$ cat config.mk
export PLATFORM = sky130hd
export DESIGN_NAME = pee_datapath
export DESIGN_NICKNAME = d
export VERILOG_FILES = /design/src/hw/rtl/assert_macros.svh /design/src/hw/rtl/pee_pkg.sv /design/src/hw/rtl/pee_datapath.sv
export SDC_FILE = /design/constraint.sdc
export NUM_CORES = 2
export LEC_CHECK = 0
export BUFFER_PORTS_ARGS = -buffer_cell sky130_fd_sc_hd__buf_4
export CAP_MARGIN = 20
export CORE_ASPECT_RATIO = 1.75
export CORE_MARGIN = 1.5
export CORE_UTILIZATION = 58
export CTS_CLUSTER_DIAMETER = 120
export DETAILED_ROUTE_END_ITERATION = 7
export PLACE_DENSITY = 0.78
export SYNTH_ARGS = -nofsm -noshare
export SYNTH_HDL_FRONTEND = slang
export SYNTH_SLANG_ARGS = --single-unit
$ cat constraint.sdc
create_clock -name clk -period 8.1 [get_ports clk]
set_clock_uncertainty 0.05 [all_clocks]
set_input_delay 0.81 -clock clk [delete_from_list [all_inputs] [get_ports clk]]
set_output_delay 0.81 -clock clk [all_outputs]
set_load 0.02 [all_outputs]
$ cat src/hw/rtl/assert_macros.svh
// Assertion shorthands for the prefix evaluator, clocked on clk, held off in reset
`ifndef ASSERT_MACROS_SVH
`define ASSERT_MACROS_SVH

// antecedent then consequent on the next edge
`define ASSERT_NEXT(lbl, ante, cons, msg) \
	lbl: assert property (@(posedge clk) disable iff (!arst_n) (ante) |=> (cons)) else $error(msg);

// antecedent and consequent on the same edge
`define ASSERT_SAME(lbl, ante, cons, msg) \
	lbl: assert property (@(posedge clk) disable iff (!arst_n) (ante) |-> (cons)) else $error(msg);

`endif

$ cat src/hw/rtl/pee_pkg.sv
// Shared types, constants and codes of the prefix expression evaluator
`default_nettype none

package pee_pkg;

	localparam int STACK_DEPTH = 64;
	localparam int VALUE_WIDTH = 32;
	localparam int SP_W        = $clog2(STACK_DEPTH + 1);
	localparam int ADDR_W      = $clog2(STACK_DEPTH);
	localparam int ITER_W      = $clog2(VALUE_WIDTH);

	// status codes
	localparam logic [2:0] ST_OK      = 3'd0;
	localparam logic [2:0] ST_UNDER   = 3'd1;
	localparam logic [2:0] ST_DIVZERO = 3'd2;
	localparam logic [2:0] ST_OVER    = 3'd3;
	localparam logic [2:0] ST_UNKNOWN = 3'd4;
	localparam logic [2:0] ST_EMPTY   = 3'd5;

	// token characters
	localparam logic [7:0] TOK_0   = 8'h30;
	localparam logic [7:0] TOK_9   = 8'h39;
	localparam logic [7:0] TOK_ADD = 8'h2b;
	localparam logic [7:0] TOK_SUB = 8'h2d;
	localparam logic [7:0] TOK_MUL = 8'h2a;
	localparam logic [7:0] TOK_DIV = 8'h2f;
	localparam logic [7:0] TOK_POW = 8'h5e;

	typedef struct packed {
		logic [7:0] token;
		logic       last;
	} tok_t;

	typedef struct packed {
		logic signed [31:0] value;
		logic [2:0]         status;
	} res_t;

	// controller to datapath
	typedef struct packed {
		logic       load_tok;
		logic       push;
		logic       flag_en;
		logic [2:0] flag_code;
		logic       rd;
		logic       setup;
		logic       iter;
		logic       wb;
		logic       emit;
	} cmd_t;

	// datapath to controller
	typedef struct packed {
		logic digit;
		logic op;
		logic full;
		logic lt2;
		logic empty;
		logic err_ok;
		logic long_op;
		logic iter_done;
		logic last;
	} sts_t;

endpackage

`default_nettype wire

$ cat src/hw/rtl/pee_datapath.sv
// Operand stack, token register, iterative divide/power unit and result register
`default_nettype none

module pee_datapath (
	input  wire                 clk,
	input  wire                 arst_n,
	input  wire pee_pkg::tok_t  tok,
	input  wire pee_pkg::cmd_t  cmd,
	output pee_pkg::sts_t       sts,
	output pee_pkg::res_t       res
);
	import pee_pkg::*;

	localparam int VW = VALUE_WIDTH;

	logic [VW-1:0]     mem [STACK_DEPTH];
	logic [VW-1:0]     rd_q;
	logic [VW-1:0]     top_q;
	logic [SP_W-1:0]   sp_q;
	logic [2:0]        err_q;
	logic [7:0]        tok_q;
	logic              last_q;

	// iteration registers: acc = result/quotient, aux = base/remainder,
	// shf = exponent/dividend, dvs = divisor
	logic [VW-1:0]     acc_q;
	logic [VW-1:0]     aux_q;
	logic [VW-1:0]     shf_q;
	logic [VW-1:0]     dvs_q;
	logic              div_q;
	logic              neg_q;
	logic [ITER_W-1:0] cnt_q;
	res_t              res_q;

	logic [ADDR_W-1:0] wr_addr;
	logic [ADDR_W-1:0] rd_addr;
	logic [VW-1:0]     m1_x;
	logic [VW-1:0]     m1_y;
	logic [VW-1:0]     m1_p;
	logic [VW-1:0]     m2_p;
	logic [VW:0]       rem_sh;
	logic              rem_ge;
	logic [VW-1:0]     mag_a;
	logic [VW-1:0]     mag_b;
	logic              a_neg;
	logic              b_neg;
	logic              b_zero;
	logic              bad;
	logic [VW-1:0]     pow_neg;
	logic [2:0]        set_code;
	logic              set_en;

	assign wr_addr = ADDR_W'(sp_q - SP_W'(1));
	assign rd_addr = ADDR_W'(sp_q - SP_W'(2));

	assign a_neg  = top_q[VW-1];
	assign b_neg  = rd_q[VW-1];
	assign b_zero = (rd_q == '0);
	assign mag_a  = a_neg ? VW'(-top_q) : top_q;
	assign mag_b  = b_neg ? VW'(-rd_q) : rd_q;

	// one shared multiplier for '*' and the running power product
	assign m1_x = cmd.setup ? top_q : acc_q;
	assign m1_y = cmd.setup ? rd_q : aux_q;
	assign m1_p = VW'(m1_x * m1_y);
	assign m2_p = VW'(aux_q * aux_q);

	assign rem_sh = {aux_q, shf_q[VW-1]};
	assign rem_ge = (rem_sh >= {1'b0, dvs_q});

	// negative exponent: only |a| = 1 survives
	always_comb begin
		if (top_q == VW'(1))
			pow_neg = VW'(1);
		else if (top_q == '1)
			pow_neg = rd_q[0] ? '1 : VW'(1);
		else
			pow_neg = '0;
	end

	assign bad = cmd.setup && (b_zero ? (tok_q == TOK_DIV) :
		(tok_q == TOK_POW && b_neg && top_q == '0));

	always_comb begin
		set_en   = 1'b0;
		set_code = ST_OK;
		if (cmd.flag_en) begin
			set_en   = 1'b1;
			set_code = cmd.flag_code;
		end else if (bad) begin
			set_en   = 1'b1;
			set_code = ST_DIVZERO;
		end
	end

	always_ff @(posedge clk) begin
		if (cmd.push && sp_q != '0)
			mem[wr_addr] <= top_q;
		if (cmd.rd)
			rd_q <= mem[rd_addr];
	end

	always_ff @(posedge clk or negedge arst_n) begin
		if (!arst_n) begin
			sp_q  <= '0;
			err_q <= ST_OK;
		end else begin
			if (cmd.emit) begin
				sp_q  <= '0;
				err_q <= ST_OK;
			end else begin
				if (cmd.push)
					sp_q <= sp_q + SP_W'(1);
				else if (cmd.wb)
					sp_q <= sp_q - SP_W'(1);
				if (set_en && err_q == ST_OK)
					err_q <= set_code;
			end
		end
	end

	always_ff @(posedge clk) begin
		if (cmd.load_tok) begin
			tok_q  <= tok.token;
			last_q <= tok.last;
		end
		if (cmd.push)
			top_q <= VW'(tok_q[3:0]);
		else if (cmd.wb)
			top_q <= neg_q ? VW'(-acc_q) : acc_q;

		if (cmd.setup) begin
			neg_q <= 1'b0;
			div_q <= 1'b0;
			cnt_q <= '0;
			unique case (tok_q)
				TOK_ADD: acc_q <= VW'(top_q + rd_q);
				TOK_SUB: acc_q <= VW'(top_q - rd_q);
				TOK_MUL: acc_q <= m1_p;
				TOK_DIV: begin
					acc_q <= '0;
					aux_q <= '0;
					shf_q <= mag_a;
					dvs_q <= mag_b;
					div_q <= 1'b1;
					neg_q <= !b_zero && (a_neg != b_neg);
				end
				default: begin
					if (b_neg) begin
						acc_q <= pow_neg;
					end else begin
						acc_q <= VW'(1);
						aux_q <= top_q;
						shf_q <= rd_q;
					end
				end
			endcase
		end else if (cmd.iter) begin
			cnt_q <= cnt_q + ITER_W'(1);
			if (div_q) begin
				shf_q <= {shf_q[VW-2:0], 1'b0};
				aux_q <= rem_ge ? VW'(rem_sh - {1'b0, dvs_q}) : VW'(rem_sh);
				acc_q <= {acc_q[VW-2:0], rem_ge};
			end else begin
				shf_q <= {1'b0, shf_q[VW-1:1]};
				aux_q <= m2_p;
				if (shf_q[0])
					acc_q <= m1_p;
			end
		end

		if (cmd.emit) begin
			res_q.value  <= (sp_q != '0) ? 32'(signed'(top_q)) : '0;
			res_q.status <= (err_q != ST_OK) ? err_q :
				((sp_q == '0) ? ST_EMPTY : ST_OK);
		end
	end

	assign sts.digit     = (tok_q >= TOK_0) && (tok_q <= TOK_9);
	assign sts.op        = (tok_q == TOK_ADD) || (tok_q == TOK_SUB) || (tok_q == TOK_MUL) ||
		(tok_q == TOK_DIV) || (tok_q == TOK_POW);
	assign sts.full      = (sp_q == SP_W'(STACK_DEPTH));
	assign sts.lt2       = (sp_q < SP_W'(2));
	assign sts.empty     = (sp_q == '0);
	assign sts.err_ok    = (err_q == ST_OK);
	assign sts.long_op   = ((tok_q == TOK_DIV) && !b_zero) || ((tok_q == TOK_POW) && !b_neg);
	assign sts.iter_done = (cnt_q == ITER_W'(VALUE_WIDTH - 1));
	assign sts.last      = last_q;

	assign res = res_q;

endmodule

`default_nettype wire

==> impl_metrics.env <==
export IMPL_status="complete, no violations"
export IMPL_ios=66
export IMPL_relSlewSlack=0.245
export IMPL_synth_top_flop_cell="edfxtp_1"
export IMPL_synth_edff_count=2258
export IMPL_async_flop_share=0.00435
export IMPL_synth_area_leaders="edfxtp_1 (55%), fa_1 (13%), mux4_2 (12%), ha_1 (3.3%), inv_1 (2.8%)"
export IMPL_detail_route_first_pass_iterations=6
export IMPL_first_iter_violations=9515
export IMPL_area_growth_pct=12.2
export IMPL_netlist_instances=8035
export IMPL_critPathMaxFanout=16
export IMPL_rsz0062_at_grt="true"
export IMPL_overflow=0
export IMPL_port_buffers=65
export IMPL_antenna_found_initial=27
export IMPL_grt_pass1_wl_mm=575
export IMPL_synth_area_mm2=0.124
export IMPL_final_setup_tns_ns=0
export IMPL_clk_latency_ns=0.89
export IMPL_core_area_mm2=0.212
export IMPL_design_die_area_mm2=0.217
export IMPL_cp_end_kind="flip-flop"
export IMPL_slowest_delay_ns=0.57
export IMPL_drc=0
export IMPL_vias=75600
export IMPL_layout_area_seq_mm2=0.0688
export IMPL_yosysMostFrequentCell="edfxtp_1"
export IMPL_die_h_um=615
export IMPL_fmaxAchievable_mhz=127
export IMPL_cp_required_ns=8.62
export IMPL_hold_violations=0
export IMPL_crit_top_cell="fa_1"
export IMPL_synth_area_per_cell_um2=15.4
export IMPL_wirelength_mm=402
export IMPL_drv_cap=0
export IMPL_yosys_warnings=0
export IMPL_viasPerCell=6.55
export IMPL_critical_path_class="reg2reg"
export IMPL_hpwlAfterDp_mm=270
export IMPL_wire_per_inst_um=34.9
export IMPL_grt_use_total=0.376
export IMPL_finalHoldWorstSlack_ns=0.0877
export IMPL_drive_gt1_frac=0.219
export IMPL_fp_row_count=224
export IMPL_path_clk_slew_ns=0.06
export IMPL_r2r_slack_ns=0.20
export IMPL_cts_sinks=2301
export IMPL_start_kind="flip-flop"
export IMPL_slew_viol_final=0
export IMPL_syn_nets=9160
export IMPL_ant_nets=0
export IMPL_cts_htree_levels=4
export IMPL_n_fill_cell=14500
export IMPL_cts_buffers_inserted=198
export IMPL_slowest_stage="fa_1"
export IMPL_multi_input_area_mm2=0.0510
export IMPL_critPathArrivalTime_ns=8.42
export IMPL_hp_class="in2reg"
export IMPL_die_width_um=352
export IMPL_cts_tree="yes"
export IMPL_yosys_cell_types_count=91
export IMPL_timing_final_crit_period_ns=7.90
export IMPL_worst_pin_slew_ns=1.13
export IMPL_initial_core_util=0.583
export IMPL_synth_area_leader_cell="edfxtp_1"
export IMPL_period_share=0.975
export IMPL_gp_congestion=1.05
export IMPL_finalSetupViolations=0
export IMPL_grt_pass1_vias=80900
export IMPL_post_route_cell_area_mm2=0.139
export IMPL_synth_seq_cells=2301
export IMPL_cts_root_buffer="clkbuf_16"
export IMPL_grt_max_degree=145
export IMPL_ys_top_cells_by_count="edfxtp_1 (2,258), inv_1 (930), fa_1 (777)"
export IMPL_synth_top_area_share=0.547
export IMPL_placed_cell_area_mm2=0.133
export IMPL_fin_nets=9674
export IMPL_clock_path_buffers=4
export IMPL_ys_seq_area_frac=0.554
kinds of logic (layout without fill, tap and decap cells):
group                      Yosys count  after routing  share of synthesized area
and+or+nand+nor                   1500           1500                     0.0540
AOI/OAI and AO/OA                  651            651                     0.0347
other                                0             10                          0
adders and majority gates         1103           1103                      0.158
xor gates and xnor gates           316            316                     0.0224
muxes                              832            832                      0.135
buffers and inverters             1332           1996                     0.0407
DFF                               2301           2301                      0.554
repair_timing:
| action | 4_1_cts | 5_1_grt |
|---|---|---|
| setup endpoints to repair | 3 | 10 |
| hold buffers | 1 | 0 |
| endpoints found under the hold margin | 10 | 0 |
| resized for setup | 4 | 31 |
| pin swaps | 1 | 6 |
| setup buffers | 2 | 8 |
worst max-delay path, delay by kind of cell (launching register included):
kind                     cells  cell delay, ns
adder cells (fa/ha/maj)      9            4.11
AO/OA/AOI/OAI                7            1.44
AND/OR/NAND/NOR              4            0.82
buffers and inverters        7            0.78
flip-flops                   1            0.43
per-stage QoR:
stage | setup WS (ns) | utilization | std cells
after global placement | -0.700 | 0.624 | 11200
after detailed placement | -0.704 | 0.624 | 11200
after global routing | -0.0882 | 0.655 | 11500
final | 0.199 | 0.655 | 11500
after floorplan | 0.0316 | - | 8035
after CTS | 0.00272 | 0.653 | 11500
path summary, 6_finish.rpt:
check,depth (start not counted),endpoint,startpoint
worst max-delay path,27,aux_q[28],aux_q[3]
worst min register to register,0,res[1],err_q[1]
worst min-delay path,1,last_q,tok[0]
max in group asynchronous,2,sp_q[0],arst_n
min in group asynchronous,2,sp_q[4],arst_n
worst max register to register,27,aux_q[28],aux_q[3]
layer usage:
metal,part of all wire,up-vias,GRT usage
met5,0.00026,-,0.000444
met3,0.089,1676,0.0683
met2,0.51,5290,0.644
met1,0.31,38500,0.412
li1,-,30100,-
met4,0.10,16,0.301
sequential cells by signal, indices dropped and copies added (netlist names):
signal and flops:
top_q 32, err_q 3, sp_q 7, dvs_q 32, aux_q 32, cnt_q 5
neg_q 1, last_q 1, shf_q 32, mem 2048, div_q 1, rd_q 32
acc_q 32, res 35, tok_q 8
cell usage in the layout (no fill, tap or decap), types with 44 or more instances in the layout:
cell type / count
a211oi_1: 44
a21o_1: 58
a21oi_1: 121
and2_1: 150
buf_12: 51
buf_4: 655
clkbuf_16: 198
edfxtp_1: 2258
fa_1: 774
ha_1: 323
inv_1: 928
mux2i_1: 97
mux4_2: 672
nand2_1: 509
nor2_1: 497
nor2_4: 64
o21ai_0: 169
xnor2_1: 178
xor2_1: 132
final cells by class:
type,count,share of cell area
sequential,2301,0.494
multi-input combinational,4402,0.366
timing repair buffer,715,0.0435
clock buffer,234,0.0366
tap,2825,0.0254
inverter,931,0.0252
clock inverter,116,0.00824
antenna,10,0.000180
Power is left out: the tool's default activity adds up to more than one toggle a clock period on the data nets, which glitch-free logic cannot reach.
