<file path="config.mk">
export PLATFORM = sky130hd
export DESIGN_NAME = pee_ctrl
export DESIGN_NICKNAME = d
export VERILOG_FILES = /design/src/hw/rtl/assert_macros.svh /design/src/hw/rtl/pee_pkg.sv /design/src/hw/rtl/pee_ctrl.sv
export SDC_FILE = /design/constraint.sdc
export NUM_CORES = 1
export LEC_CHECK = 0
export BUFFER_PORTS_ARGS = -buffer_cell sky130_fd_sc_hd__buf_2
export CAP_MARGIN = 20
export CORE_AREA = 8 8 45 47
export DETAILED_ROUTE_END_ITERATION = 8
export DIE_AREA = 0 0 53 55
export PLACE_DENSITY = 0.54
export SKIP_CTS_REPAIR_TIMING = 1
export SLEW_MARGIN = 20
export SYNTH_ARGS = -nofsm -noshare
export SYNTH_HDL_FRONTEND = slang
export SYNTH_SLANG_ARGS = --single-unit
</file>
<file path="constraint.sdc">
create_clock -name clk -period 1.75 [get_ports clk]
set_input_delay 0.0875 -clock clk [delete_from_list [all_inputs] [get_ports clk]]
set_output_delay 0.0875 -clock clk [all_outputs]
set_load 0.05 [all_outputs]
</file>
<file path="src/hw/rtl/assert_macros.svh">
// Assertion shorthands for the prefix evaluator, clocked on clk, held off in reset
`ifndef ASSERT_MACROS_SVH
`define ASSERT_MACROS_SVH

// antecedent then consequent on the next edge
`define ASSERT_NEXT(lbl, ante, cons, msg) \
	lbl: assert property (@(posedge clk) disable iff (!arst_n) (ante) |=> (cons)) else $error(msg);

// antecedent and consequent on the same edge
`define ASSERT_SAME(lbl, ante, cons, msg) \
	lbl: assert property (@(posedge clk) disable iff (!arst_n) (ante) |-> (cons)) else $error(msg);

`endif

</file>
<file path="src/hw/rtl/pee_pkg.sv">
// Shared types, constants and codes of the prefix expression evaluator
`default_nettype none

package pee_pkg;

	localparam int STACK_DEPTH = 64;
	localparam int VALUE_WIDTH = 32;
	localparam int SP_W        = $clog2(STACK_DEPTH + 1);
	localparam int ADDR_W      = $clog2(STACK_DEPTH);
	localparam int ITER_W      = $clog2(VALUE_WIDTH);

	// status codes
	localparam logic [2:0] ST_OK      = 3'd0;
	localparam logic [2:0] ST_UNDER   = 3'd1;
	localparam logic [2:0] ST_DIVZERO = 3'd2;
	localparam logic [2:0] ST_OVER    = 3'd3;
	localparam logic [2:0] ST_UNKNOWN = 3'd4;
	localparam logic [2:0] ST_EMPTY   = 3'd5;

	// token characters
	localparam logic [7:0] TOK_0   = 8'h30;
	localparam logic [7:0] TOK_9   = 8'h39;
	localparam logic [7:0] TOK_ADD = 8'h2b;
	localparam logic [7:0] TOK_SUB = 8'h2d;
	localparam logic [7:0] TOK_MUL = 8'h2a;
	localparam logic [7:0] TOK_DIV = 8'h2f;
	localparam logic [7:0] TOK_POW = 8'h5e;

	typedef struct packed {
		logic [7:0] token;
		logic       last;
	} tok_t;

	typedef struct packed {
		logic signed [31:0] value;
		logic [2:0]         status;
	} res_t;

	// controller to datapath
	typedef struct packed {
		logic       load_tok;
		logic       push;
		logic       flag_en;
		logic [2:0] flag_code;
		logic       rd;
		logic       setup;
		logic       iter;
		logic       wb;
		logic       emit;
	} cmd_t;

	// datapath to controller
	typedef struct packed {
		logic digit;
		logic op;
		logic full;
		logic lt2;
		logic empty;
		logic err_ok;
		logic long_op;
		logic iter_done;
		logic last;
	} sts_t;

endpackage

`default_nettype wire

</file>
<file path="src/hw/rtl/pee_ctrl.sv">
// Sequencer for one token at a time, plus the result valid flag
`default_nettype none

module pee_ctrl (
	input  wire                 clk,
	input  wire                 arst_n,
	input  wire                 tok_valid,
	output logic                tok_stall,
	output logic                res_valid,
	input  wire                 res_stall,
	input  wire pee_pkg::sts_t  sts,
	output pee_pkg::cmd_t       cmd
);
	import pee_pkg::*;

	localparam logic [2:0] S_IDLE   = 3'd0;
	localparam logic [2:0] S_DECODE = 3'd1;
	localparam logic [2:0] S_READ   = 3'd2;
	localparam logic [2:0] S_ITER   = 3'd3;
	localparam logic [2:0] S_WB     = 3'd4;
	localparam logic [2:0] S_EMIT   = 3'd5;

	logic [2:0] state_q;
	logic [2:0] state_d;
	logic       out_valid_q;
	logic       slot_free;

	assign tok_stall = (state_q != S_IDLE);
	assign res_valid = out_valid_q;
	assign slot_free = !out_valid_q || !res_stall;

	always_comb begin
		cmd     = '0;
		state_d = state_q;
		unique case (state_q)
			S_IDLE: begin
				if (tok_valid) begin
					cmd.load_tok = 1'b1;
					state_d      = S_DECODE;
				end
			end
			S_DECODE: begin
				state_d = sts.last ? S_EMIT : S_IDLE;
				if (sts.digit) begin
					if (sts.full) begin
						cmd.flag_en   = 1'b1;
						cmd.flag_code = ST_OVER;
					end else begin
						cmd.push = 1'b1;
					end
				end else if (!sts.op) begin
					cmd.flag_en   = 1'b1;
					cmd.flag_code = ST_UNKNOWN;
				end else if (sts.lt2) begin
					cmd.flag_en   = 1'b1;
					cmd.flag_code = ST_UNDER;
				end else begin
					cmd.rd  = 1'b1;
					state_d = S_READ;
				end
			end
			S_READ: begin
				cmd.setup = 1'b1;
				state_d   = sts.long_op ? S_ITER : S_WB;
			end
			S_ITER: begin
				cmd.iter = 1'b1;
				if (sts.iter_done)
					state_d = S_WB;
			end
			S_WB: begin
				cmd.wb  = 1'b1;
				state_d = sts.last ? S_EMIT : S_IDLE;
			end
			S_EMIT: begin
				if (slot_free) begin
					cmd.emit = 1'b1;
					state_d  = S_IDLE;
				end
			end
			default: state_d = S_IDLE;
		endcase
	end

	always_ff @(posedge clk or negedge arst_n) begin
		if (!arst_n) begin
			state_q     <= S_IDLE;
			out_valid_q <= 1'b0;
		end else begin
			state_q <= state_d;
			if (cmd.emit)
				out_valid_q <= 1'b1;
			else if (!res_stall)
				out_valid_q <= 1'b0;
		end
	end

endmodule

`default_nettype wire

</file>
==> impl_metrics.sql, run 1 <==
INSERT INTO impl_metrics (metric_group, metric, value, unit) VALUES
('global_routing', 'grt_util_all_layers', '0.0728', ''),
('timing', 'rsz0062_at_grt', 'false', ''),
('drt', 'detail_route.first_pass.iterations', '4', ''),
('drt', 'route.detailed.vias_per_inst', '4.66', ''),
('timing', 'worst_pin_slew', '257', 'ps'),
('setup_path', 'timing.critical_path.slowest_cell_delay', '490', 'ps'),
('place', 'gp_routability_congestion', '0.784', ''),
('cells_and_area', 'mostFrequentLayoutCells', 'sky130_fd_sc_hd__buf_2 (21), sky130_fd_sc_hd__nor2_1 (6), sky130_fd_sc_hd__clkbuf_4 (5)', ''),
('clocking', 'clkLatencyLatePin', '240', 'ps'),
('clocking', 'clk_tree_root_cell', 'sky130_fd_sc_hd__clkbuf_4', ''),
('cells_and_area', 'layout.core_utilization', '0.388', ''),
('timing', 'post-route-period-util', '0.952', ''),
('timing', 'final_worst_slack', '84.5', 'ps'),
('pwr', 'cellLeakagePower', '0.000278', 'uW'),
('clocking', 'h-tree-depth', '1', ''),
('setup_path', 'worst-path-buf-inv', '1', ''),
('clocking', 'path_clk_slew', '30', 'ps'),
('global_routing', 'grt_first_pass_wirelength', '1600', 'um'),
('setup_path', 'r2r-start', 'state_q[2]$_DFFE_PN0P_', ''),
('cells_and_area', 'multi_input_comb_area', '234', 'sq um'),
('synth', 'postSynthCellCount', '49', ''),
('setup_path', 'worstPathCellList', 'or3_1 > a21oi_1 > buf_2', ''),
('drt', 'drt-wirelength-per-cell', '11.2', 'um'),
('synth', 'yosysWarnings', '0', ''),
('synth', 'yosysSeqAreaShare', '0.268', ''),
('drt', 'dr_total_vias', '424', ''),
('setup_path', 'critPathRequiredTime', '1660', 'ps'),
('status', 'outcome', 'complete, no violations', ''),
('synth', 'yosysUniqueCellTypes', '24', ''),
('place', 'dp.final_hpwl', '829', 'um'),
('clocking', 'cts-buffers-inserted', '3', ''),
('drt', 'route.antenna.remaining_nets', '0', ''),
('synth', 'synthTopCellsByArea', 'sky130_fd_sc_hd__dfrtp_1 (27%), sky130_fd_sc_hd__nor2_1 (7.0%), sky130_fd_sc_hd__buf_6 (6.0%)', ''),
('cells_and_area', 'antenna-diode-count', '0', ''),
('setup_path', 'critPathMaxFanout', '8', ''),
('synth', 'cell_area_after_synthesis', '373', 'sq um'),
('timing', 'final_max_slew_viol_count', '0', ''),
('synth', 'synth_top_area_share', '0.268', ''),
('floorplanning', 'core-area', '1380', 'sq um'),
('drt', 'post-route-drc-count', '0', ''),
('pwr', 'total_power', '1060', 'uW'),
('cells_and_area', 'final_layout_size_suffix_gt1_frac', '0.453', ''),
('setup_path', 'worst-endpoint-arrival', '1580', 'ps'),
('floorplanning', 'floorplan.initialDensity', '0.269', ''),
('timing', 'timing.setup.tns', '0', 'ps'),
('timing', 'finalCriticalPeriod', '1670', 'ps'),
('cells_and_area', 'layout_commonest_cell', 'sky130_fd_sc_hd__buf_2', ''),
('drt', 'routed_wirelength', '1020', 'um'),
('global_routing', 'grt-ovfl-total', '0', ''),
('drt', 'initialDrtViolationCount', '12', ''),
('global_routing', 'grt_busiest_layer', 'met2', ''),
('timing', 'max-slew-margin-rel', '0.830', ''),
('global_routing', 'met3_grt_util', '0.0134', ''),
('global_routing', 'grt_pass1_vias', '386', ''),
('cells_and_area', 'design.final.nets', '90', ''),
('worst_hold_path', 'hold_path.startpoint', 'res_stall', ''),
('synth', 'ys_seq_elements', '4', ''),
('cells_and_area', 'layout.filler_cells', '151', ''),
('floorplanning', 'ios', '26', ''),
('synth', 'mappedNetlistNets', '62', ''),
('cells_and_area', 'layout.area.seq', '100', 'sq um'),
('timing', 'final.setup_skew', '4.49', 'ps'),
('cells_and_area', 'area_growth', '44.0', '%'),
('setup_path', 'cpLargestDelayFamily', 'simple AND/OR/NAND/NOR gates', ''),
('synth', 'top_cell_type_by_total_area_after_synthesis', 'sky130_fd_sc_hd__dfrtp_1', ''),
('worst_hold_path', 'holdCritPathClass', 'in2reg', ''),
('pwr', 'power_density_over_the_cells', '1970', 'nW/um^2'),
('flow_run', 'max-cap-violations', '0', ''),
('setup_path', 'cp-end-kind', 'primary output', ''),
('setup_path', 'timing_worst_setup_path_type', 'reg2out', ''),
('timing', 'fmax', '600', 'MHz');
==> flip-flops by register name, indices dropped and copies added (netlist names) <==
register and flops:
res_valid 1, state_q 3
==> metrics by stage <==
step / cells / area (sq um)
detailed placement: 87 / 499
floorplan: 49 / 375
CTS: 90 / 522
global placement: 87 / 499
finish: 91 / 537
global route: 91 / 537
==> layer usage <==
layer  vias up  part of all wire
li1        229                 -
met1       182              0.43
met2        11              0.50
met3         2             0.052
met4         0             0.019
met5         -                 0
==> Yosys cell counts <==
cell type	count
sky130_fd_sc_hd__nor2_1	7
sky130_fd_sc_hd__dfrtp_1	4
sky130_fd_sc_hd__inv_1	4
sky130_fd_sc_hd__nand2_1	4
sky130_fd_sc_hd__nor3_1	4
sky130_fd_sc_hd__o21ai_0	3
sky130_fd_sc_hd__a21oi_1	2
sky130_fd_sc_hd__buf_6	2
sky130_fd_sc_hd__nand3_1	2
sky130_fd_sc_hd__o22ai_1	2
sky130_fd_sc_hd__or3_1	2
sky130_fd_sc_hd__a22oi_1	1
sky130_fd_sc_hd__a32o_1	1
sky130_fd_sc_hd__a32oi_2	1
sky130_fd_sc_hd__and2_1	1
sky130_fd_sc_hd__and4bb_2	1
sky130_fd_sc_hd__clkbuf_1	1
sky130_fd_sc_hd__nand2b_1	1
sky130_fd_sc_hd__nor2b_1	1
sky130_fd_sc_hd__o211ai_1	1
sky130_fd_sc_hd__o31a_2	1
sky130_fd_sc_hd__o31ai_1	1
sky130_fd_sc_hd__or2b_2	1
sky130_fd_sc_hd__or3b_4	1
==> power by group <==
part | switching (uW) | internal, uW | leakage [uW] | total [uW]
Combinational | 529 | 231 | 0.000211 | 761
Sequential | 49.6 | 131 | 0.0000526 | 180
Clock | 38.4 | 76.7 | 0.0000138 | 115
Total | 617 | 439 | 0.000278 | 1060
==> worst min-delay path, delay by kind of cell <==
kind          cells  cell delay, ps
buf+inv           1              90
simple gates      2             150
==> kinds of logic after synthesis <==
kind of cell           Yosys count  synth area share
AND/OR/NAND/NOR                 25             0.362
flip-flops                       4             0.268
buffers and inverters            7             0.111
AO/OA/AOI/OAI                   13             0.258
==> area by class of cell <==
cell class / instances / share of cell area
Timing Repair Buffer: 26 / 0.270
Tap cell: 16 / 0.0373
Multi-Input combinational cell: 38 / 0.436
Clock buffer: 3 / 0.0420
Sequential cell: 4 / 0.186
Inverter: 4 / 0.0280
==> final timing paths <==
kind / endpoint / slack [ps] / cells after the start
max: cmd[5] / 80 / 3
min reg2reg: state_q[1]$_DFFE_PN0P_ / 570 / 1
min: res_valid$_DFFE_PN0P_ / 120 / 3
max reg2reg: state_q[0]$_DFFE_PN0P_ / 310 / 3
min in group asynchronous: state_q[0]$_DFFE_PN0P_ / 180 / 2
max in group asynchronous: state_q[2]$_DFFE_PN0P_ / 1460 / 2
No activity file was read; power rests on OpenSTA's default activity.
==> inputs of run 2 (changes only) <==
==> constraint.sdc (replaced) <==
create_clock -name clk -period 1.75 [get_ports clk]
set_input_delay 0.175 -clock clk [delete_from_list [all_inputs] [get_ports clk]]
set_output_delay 0.175 -clock clk [all_outputs]
set_load 0.05 [all_outputs]
==> run 2 against run 1 <==
Combinational power up 7.0%. Clock skew down 0.79 ps. Via count up 0.94%. Largest cell class unchanged. Cell area up 6.5%. Worst hold slack better by 90 ps. Sequential share of layout area down 1.1 points.
==> impl_metrics.sql, run 2 (synthesis results as in run 1) <==
INSERT INTO impl_metrics (metric_group, metric, value, unit) VALUES
('status', 'outcome', 'complete, no violations', ''),
('global_routing', 'grt-ovfl-total', '0', ''),
('pwr', 'comb_power_share', '0.738', ''),
('floorplanning', 'core-area', '1380', 'sq um'),
('cells_and_area', 'antenna-diode-count', '0', ''),
('place', 'port_bufs', '23', ''),
('timing', 'worst_pin_slew', '229', 'ps'),
('timing', 'finalCriticalPeriod', '1680', 'ps'),
('pwr', 'vdd_ir_drop_max', '676', 'uV'),
('timing', 'timing.setup.tns', '0', 'ps'),
('cells_and_area', 'largest_register', 'state_q', ''),
('cells_and_area', 'area_growth', '53.4', '%'),
('pwr', 'seq_power_share', '0.161', ''),
('setup_path', 'worst-endpoint-arrival', '1510', 'ps'),
('global_routing', 'grt_util_all_layers', '0.0706', ''),
('clocking', 'path_clk_slew', '40', 'ps'),
('clocking', 'clock_tree.buffer_depth', '2', ''),
('cells_and_area', 'largest_register_ff_count', '3', ''),
('pwr', 'p_int', '468', 'uW'),
('pwr', 'switching_share', '0.575', ''),
('drt', 'routed_wirelength', '1090', 'um'),
('drt', 'initialDrtViolationCount', '7', ''),
('cells_and_area', 'mostFrequentLayoutCells', 'sky130_fd_sc_hd__buf_2 (17), sky130_fd_sc_hd__nor2_1 (6), sky130_fd_sc_hd__buf_4 (6), sky130_fd_sc_hd__clkbuf_4 (5)', ''),
('drt', 'route.detailed.vias_per_inst', '4.70', ''),
('clocking', 'h-tree-depth', '1', ''),
('pwr', 'cellLeakagePower', '0.000283', 'uW'),
('cells_and_area', 'final_layout_size_suffix_gt1_frac', '0.507', ''),
('timing', 'number_of_setup_violations_in_the_final_report', '0', ''),
('setup_path', 'cp-end-kind', 'primary output', ''),
('setup_path', 'worst_path_max_delay_cell', 'sky130_fd_sc_hd__or3_4', ''),
('global_routing', 'grt_first_pass_wirelength', '1560', 'um'),
('timing', 'final.setup_skew', '3.70', 'ps'),
('setup_path', 'cpLargestDelayFamily', 'simple AND/OR/NAND/NOR gates', ''),
('drt', 'post-route-drc-count', '0', ''),
('setup_path', 'timing_worst_setup_path_type', 'reg2out', ''),
('clocking', 'cts_tree', 'done', ''),
('place', 'detailed_place.area', '519', 'sq um'),
('clocking', 'clkLatencyLatePin', '230', 'ps'),
('drt', 'drt-wirelength-per-cell', '12.0', 'um'),
('floorplanning', 'die_area', '2920', 'sq um'),
('flow_run', 'max-cap-violations', '0', ''),
('cells_and_area', 'design.final.nets', '90', ''),
('pwr', 'total_switching_power', '635', 'uW'),
('floorplanning', 'die_w', '53', 'um'),
('cells_and_area', 'fin_area', '572', 'sq um'),
('cells_and_area', 'final_std_cells_w_o_fill', '91', ''),
('floorplanning', 'dieHeight', '55', 'um'),
('global_routing', 'antenna_violations_before_repair', '0', ''),
('setup_path', 'critPathRequiredTime', '1570', 'ps'),
('pwr', 'clock_power_share', '0.101', ''),
('clocking', 'clock_sinks', '4', ''),
('timing', 'post-route-period-util', '0.960', ''),
('global_routing', 'maximum_number_of_pins_on_one_net_before_global_route_repair', '10', ''),
('setup_path', 'critPathMaxFanout', '6', ''),
('place', 'dp.final_hpwl', '879', 'um'),
('setup_path', 'timing.critical_path.slowest_cell_delay', '430', 'ps'),
('place', 'gp_routability_congestion', '0.757', ''),
('place', 'dpl.cell_count', '87', ''),
('timing', 'timing.final.hold_violations', '0', ''),
('clocking', 'cts-buffers-inserted', '3', ''),
('worst_hold_path', 'holdCritPathClass', 'in2reg', ''),
('global_routing', 'grt_pass1_vias', '381', ''),
('floorplanning', 'ios', '26', ''),
('floorplanning', 'floorplan.initialDensity', '0.269', ''),
('drt', 'route.antenna.remaining_nets', '0', ''),
('drt', 'dr_total_vias', '428', ''),
('timing', 'final_max_slew_viol_count', '0', ''),
('cells_and_area', 'layout_commonest_cell', 'sky130_fd_sc_hd__buf_2', ''),
('pwr', 'power_density_over_the_cells', '1930', 'nW/um^2'),
('cells_and_area', 'layout.filler_cells', '144', ''),
('drt', 'detail_route.first_pass.iterations', '4', ''),
('setup_path', 'worst-path-buf-inv', '2', ''),
('setup_path', 'cp-start-kind', 'register', ''),
('clocking', 'clk_tree_root_cell', 'sky130_fd_sc_hd__clkbuf_4', ''),
('timing', 'fmax', '595', 'MHz'),
('floorplanning', 'core.rowCount', '14', ''),
('setup_path', 'worstPathCellList', 'inv_1 > or3_4 > nor3_2 > buf_4', ''),
('timing', 'max-slew-margin-rel', '0.846', '');
run 2: cell counts in the layout (fill, tap and decap cells not counted):
Identical to the previous run, type by type.
run 2: final timing paths:
kind | to | cells past startpoint | startpoint | slack (ps)
worst max register to register | state_q[0]$_DFFE_PN0P_ | 3 | state_q[2]$_DFFE_PN0P_ | 340
worst min-delay path | res_valid$_DFFE_PN0P_ | 3 | res_stall | 210
min in group asynchronous | state_q[2]$_DFFE_PN0P_ | 2 | arst_n | 270
worst max-delay path | cmd[7] | 4 | state_q[0]$_DFFE_PN0P_ | 70
max in group asynchronous | state_q[1]$_DFFE_PN0P_ | 2 | arst_n | 1350
worst min register to register | res_valid$_DFFE_PN0P_ | 2 | res_valid$_DFFE_PN0P_ | 550
run 2: cell type report:
class,instances,area [sq um],share of cell area
Timing Repair Buffer,26,155,0.271
Sequential cell,4,100,0.175
Multi-Input combinational cell,38,259,0.453
Tap cell,16,20.0,0.0350
Inverter,4,15.0,0.0263
Clock buffer,3,22.5,0.0394
run 2: through the flow:
step           hold slack (ps)  setup slack [ps]  utilization  total power (uW)
2_1_floorplan             -121              -133            -               827
3_3_place_gp             -17.3               198        0.375               960
3_5_place_dp             -16.5               207        0.375               956
4_1_cts                   -269             -52.5        0.392              1080
5_1_grt                    246             -18.9        0.413              1180
6_report                   215              69.9        0.413              1100
run 2: worst reg2reg max path, delay by kind of cell (launching register included):
family | cells | cell delay, ps
AND/OR/NAND/NOR | 2 | 610
AO/OA/AOI/OAI | 1 | 250
flip-flops | 1 | 430
run 2: power by group through the flow:
stage	combinational, uW	sequential (uW)	clock [uW]
after CTS	781	177	118
after global placement	780	179	0
after detailed placement	779	177	0
after global routing	863	187	125
after floorplan	632	194	0
final	814	177	112
run 2: layer usage:
layer	vias to the layer above	wire length, um	GRT usage
li1	231	-	-
met1	185	438	0.0765
met2	12	549	0.111
met3	0	102	0.0508
met4	0	0	0.0129
met5	-	0	0
==> inputs of run 3 (changes only) <==
--- a/config.mk
+++ b/config.mk
@@ -10,7 +10,6 @@
 export CORE_AREA = 8 8 45 47
 export DETAILED_ROUTE_END_ITERATION = 8
 export DIE_AREA = 0 0 53 55
-export PLACE_DENSITY = 0.54
 export SKIP_CTS_REPAIR_TIMING = 1
 export SLEW_MARGIN = 20
 export SYNTH_ARGS = -nofsm -noshare
==> run 3 against run 2 <==
Register-to-register slack lost 20 ps. Clock skew grew 1.3 ps. First-iteration DRC count is 14% lower. Sequential power decreased by 5%. Clock power barely moved.
==> impl_metrics.sql, run 3 (synthesis results as in run 1) <==
INSERT INTO impl_metrics (metric_group, metric, value, unit) VALUES
('global_routing', 'maximum_number_of_pins_on_one_net_before_global_route_repair', '13', ''),
('setup_path', 'critPathMaxFanout', '6', ''),
('cells_and_area', 'fin_area', '572', 'sq um'),
('floorplanning', 'dieHeight', '55', 'um'),
('cells_and_area', 'layout_commonest_cell', 'sky130_fd_sc_hd__buf_2', ''),
('floorplanning', 'core-area', '1380', 'sq um'),
('drt', 'routed_wirelength', '1100', 'um'),
('cells_and_area', 'final_layout_size_suffix_gt1_frac', '0.507', ''),
('setup_path', 'worst-endpoint-arrival', '1490', 'ps'),
('pwr', 'seq_power_share', '0.151', ''),
('clocking', 'h-tree-depth', '1', ''),
('pwr', 'power_density_over_the_cells', '1940', 'nW/um^2'),
('global_routing', 'antenna_violations_before_repair', '0', ''),
('clocking', 'path_clk_slew', '40', 'ps'),
('drt', 'initialDrtViolationCount', '6', ''),
('clocking', 'clock_sinks', '4', ''),
('drt', 'detail_route.first_pass.iterations', '4', ''),
('status', 'outcome', 'complete, no violations', ''),
('timing', 'number_of_setup_violations_in_the_final_report', '0', ''),
('cells_and_area', 'mostFrequentLayoutCells', 'sky130_fd_sc_hd__buf_2 (17), sky130_fd_sc_hd__buf_4 (7), sky130_fd_sc_hd__nor2_1 (6)', ''),
('clocking', 'clock_tree.buffer_depth', '2', ''),
('pwr', 'cellLeakagePower', '0.000284', 'uW'),
('drt', 'dr_total_vias', '449', ''),
('timing', 'final_max_slew_viol_count', '0', ''),
('drt', 'route.detailed.vias_per_inst', '4.93', ''),
('pwr', 'switching_share', '0.577', ''),
('timing', 'final.hold.worst_slack', '205', 'ps'),
('timing', 'worst_pin_slew', '236', 'ps'),
('timing', 'finalCriticalPeriod', '1660', 'ps'),
('timing', 'post-route-period-util', '0.951', ''),
('place', 'port_bufs', '23', ''),
('place', 'detailed_place.area', '519', 'sq um'),
('cells_and_area', 'area_growth', '53.4', '%'),
('place', 'dp.final_hpwl', '889', 'um'),
('pwr', 'p_int', '470', 'uW'),
('global_routing', 'grt_util_all_layers', '0.0772', ''),
('cells_and_area', 'largest_register', 'state_q', ''),
('worst_hold_path', 'number_of_stages_on_the_worst_hold_path', '3', ''),
('clocking', 'clk_tree_root_cell', 'sky130_fd_sc_hd__clkbuf_4', ''),
('drt', 'drt-wirelength-per-cell', '12.1', 'um'),
('floorplanning', 'ios', '26', ''),
('worst_hold_path', 'holdCritPathClass', 'in2reg', ''),
('cells_and_area', 'final_std_cells_w_o_fill', '91', ''),
('floorplanning', 'die_w', '53', 'um'),
('timing', 'final_worst_slack', '86.3', 'ps'),
('setup_path', 'cp-end-kind', 'primary output', ''),
('timing', 'rsz0062_at_grt', 'false', ''),
('global_routing', 'grt_first_pass_wirelength', '1660', 'um'),
('timing', 'timing.final.hold_violations', '0', ''),
('global_routing', 'grt_pass1_vias', '404', ''),
('setup_path', 'critPathRequiredTime', '1570', 'ps'),
('floorplanning', 'die_area', '2920', 'sq um'),
('clocking', 'cts_tree', 'done', ''),
('pwr', 'vdd_ir_drop_max', '760', 'uV'),
('cells_and_area', 'largest_register_ff_count', '3', ''),
('cells_and_area', 'design.final.nets', '90', ''),
('timing', 'fmax', '601', 'MHz'),
('pwr', 'total_power', '1110', 'uW'),
('setup_path', 'worst-r2r-cell-count', '5', ''),
('pwr', 'comb_power_share', '0.746', ''),
('place', 'pre_cts_ws', '202', 'ps'),
('setup_path', 'timing_worst_setup_path_type', 'reg2out', ''),
('place', 'dpl.cell_count', '87', ''),
('cells_and_area', 'antenna-diode-count', '0', ''),
('clocking', 'cts-buffers-inserted', '3', ''),
('global_routing', 'grt-ovfl-total', '0', ''),
('timing', 'max-slew-margin-rel', '0.841', ''),
('floorplanning', 'core.rowCount', '14', ''),
('drt', 'route.antenna.remaining_nets', '0', ''),
('pwr', 'clock_power_share', '0.103', ''),
('flow_run', 'max-cap-violations', '0', ''),
('floorplanning', 'floorplan.initialDensity', '0.269', ''),
('timing', 'final.setup_skew', '5.02', 'ps'),
('drt', 'post-route-drc-count', '0', ''),
('pwr', 'total_switching_power', '639', 'uW'),
('place', 'gp_routability_congestion', '0.766', ''),
('setup_path', 'cp-start-kind', 'register', ''),
('clocking', 'clkLatencyLatePin', '240', 'ps');
## run 3: changes by cell type in the layout (fill, tap and decap cells not counted), sizes merged
cell,delta
buf,+1
clkbuf,-1
## run 3: cell type report
cell class / count / area [sq um]
Fill cell: 148 / 812
Multi-Input combinational cell: 38 / 259
Timing Repair Buffer: 26 / 155
Sequential cell: 4 / 100
Clock buffer: 3 / 22.5
Tap cell: 16 / 20.0
Inverter: 4 / 15.0
## run 3: critical path: stages (launching register included)
cell and delay, ps:
sky130_fd_sc_hd__dfrtp_1 400, sky130_fd_sc_hd__inv_1 90, sky130_fd_sc_hd__or3_4 420, sky130_fd_sc_hd__nor2_1 110
sky130_fd_sc_hd__clkbuf_4 230
## run 3: routing by layer
| layer | up-vias | routed length (um) | global-route usage | part of all wire |
|---|---|---|---|---|
| met1 | 200 | 408 | 0.0826 | 0.37 |
| met3 | 5 | 141 | 0.0481 | 0.13 |
| li1 | 227 | - | - | - |
| met4 | 0 | 29 | 0.0517 | 0.026 |
| met2 | 17 | 522 | 0.111 | 0.47 |
| met5 | - | 0 | 0 | 0 |
## run 3: worst paths after layout
kind                                        start                     end  slack (ps)
max in group asynchronous                  arst_n   res_valid$_DFFE_PN0P_        1360
setup reg to reg           state_q[2]$_DFFE_PN0P_  state_q[0]$_DFFE_PN0P_         320
hold reg to reg             res_valid$_DFFE_PN0P_   res_valid$_DFFE_PN0P_         540
min in group asynchronous                  arst_n  state_q[0]$_DFFE_PN0P_         270
setup / recovery           state_q[0]$_DFFE_PN0P_                  cmd[8]          90
hold / removal                          res_stall   res_valid$_DFFE_PN0P_         200
## run 3: stage by stage
step	utilization	TNS (ps)
after global placement	0.375	0
after floorplan	-	-600
final	0.413	0
after detailed placement	0.375	0
after global routing	0.413	0
after CTS	0.392	-299
## run 3: power groups by stage
stage	Clock (uW)	Sequential (uW)	Combinational, uW
2_1_floorplan	0	194	632
3_3_place_gp	0	167	793
3_5_place_dp	0	168	794
4_1_cts	120	166	796
6_report	114	168	827
5_1_grt	128	174	881
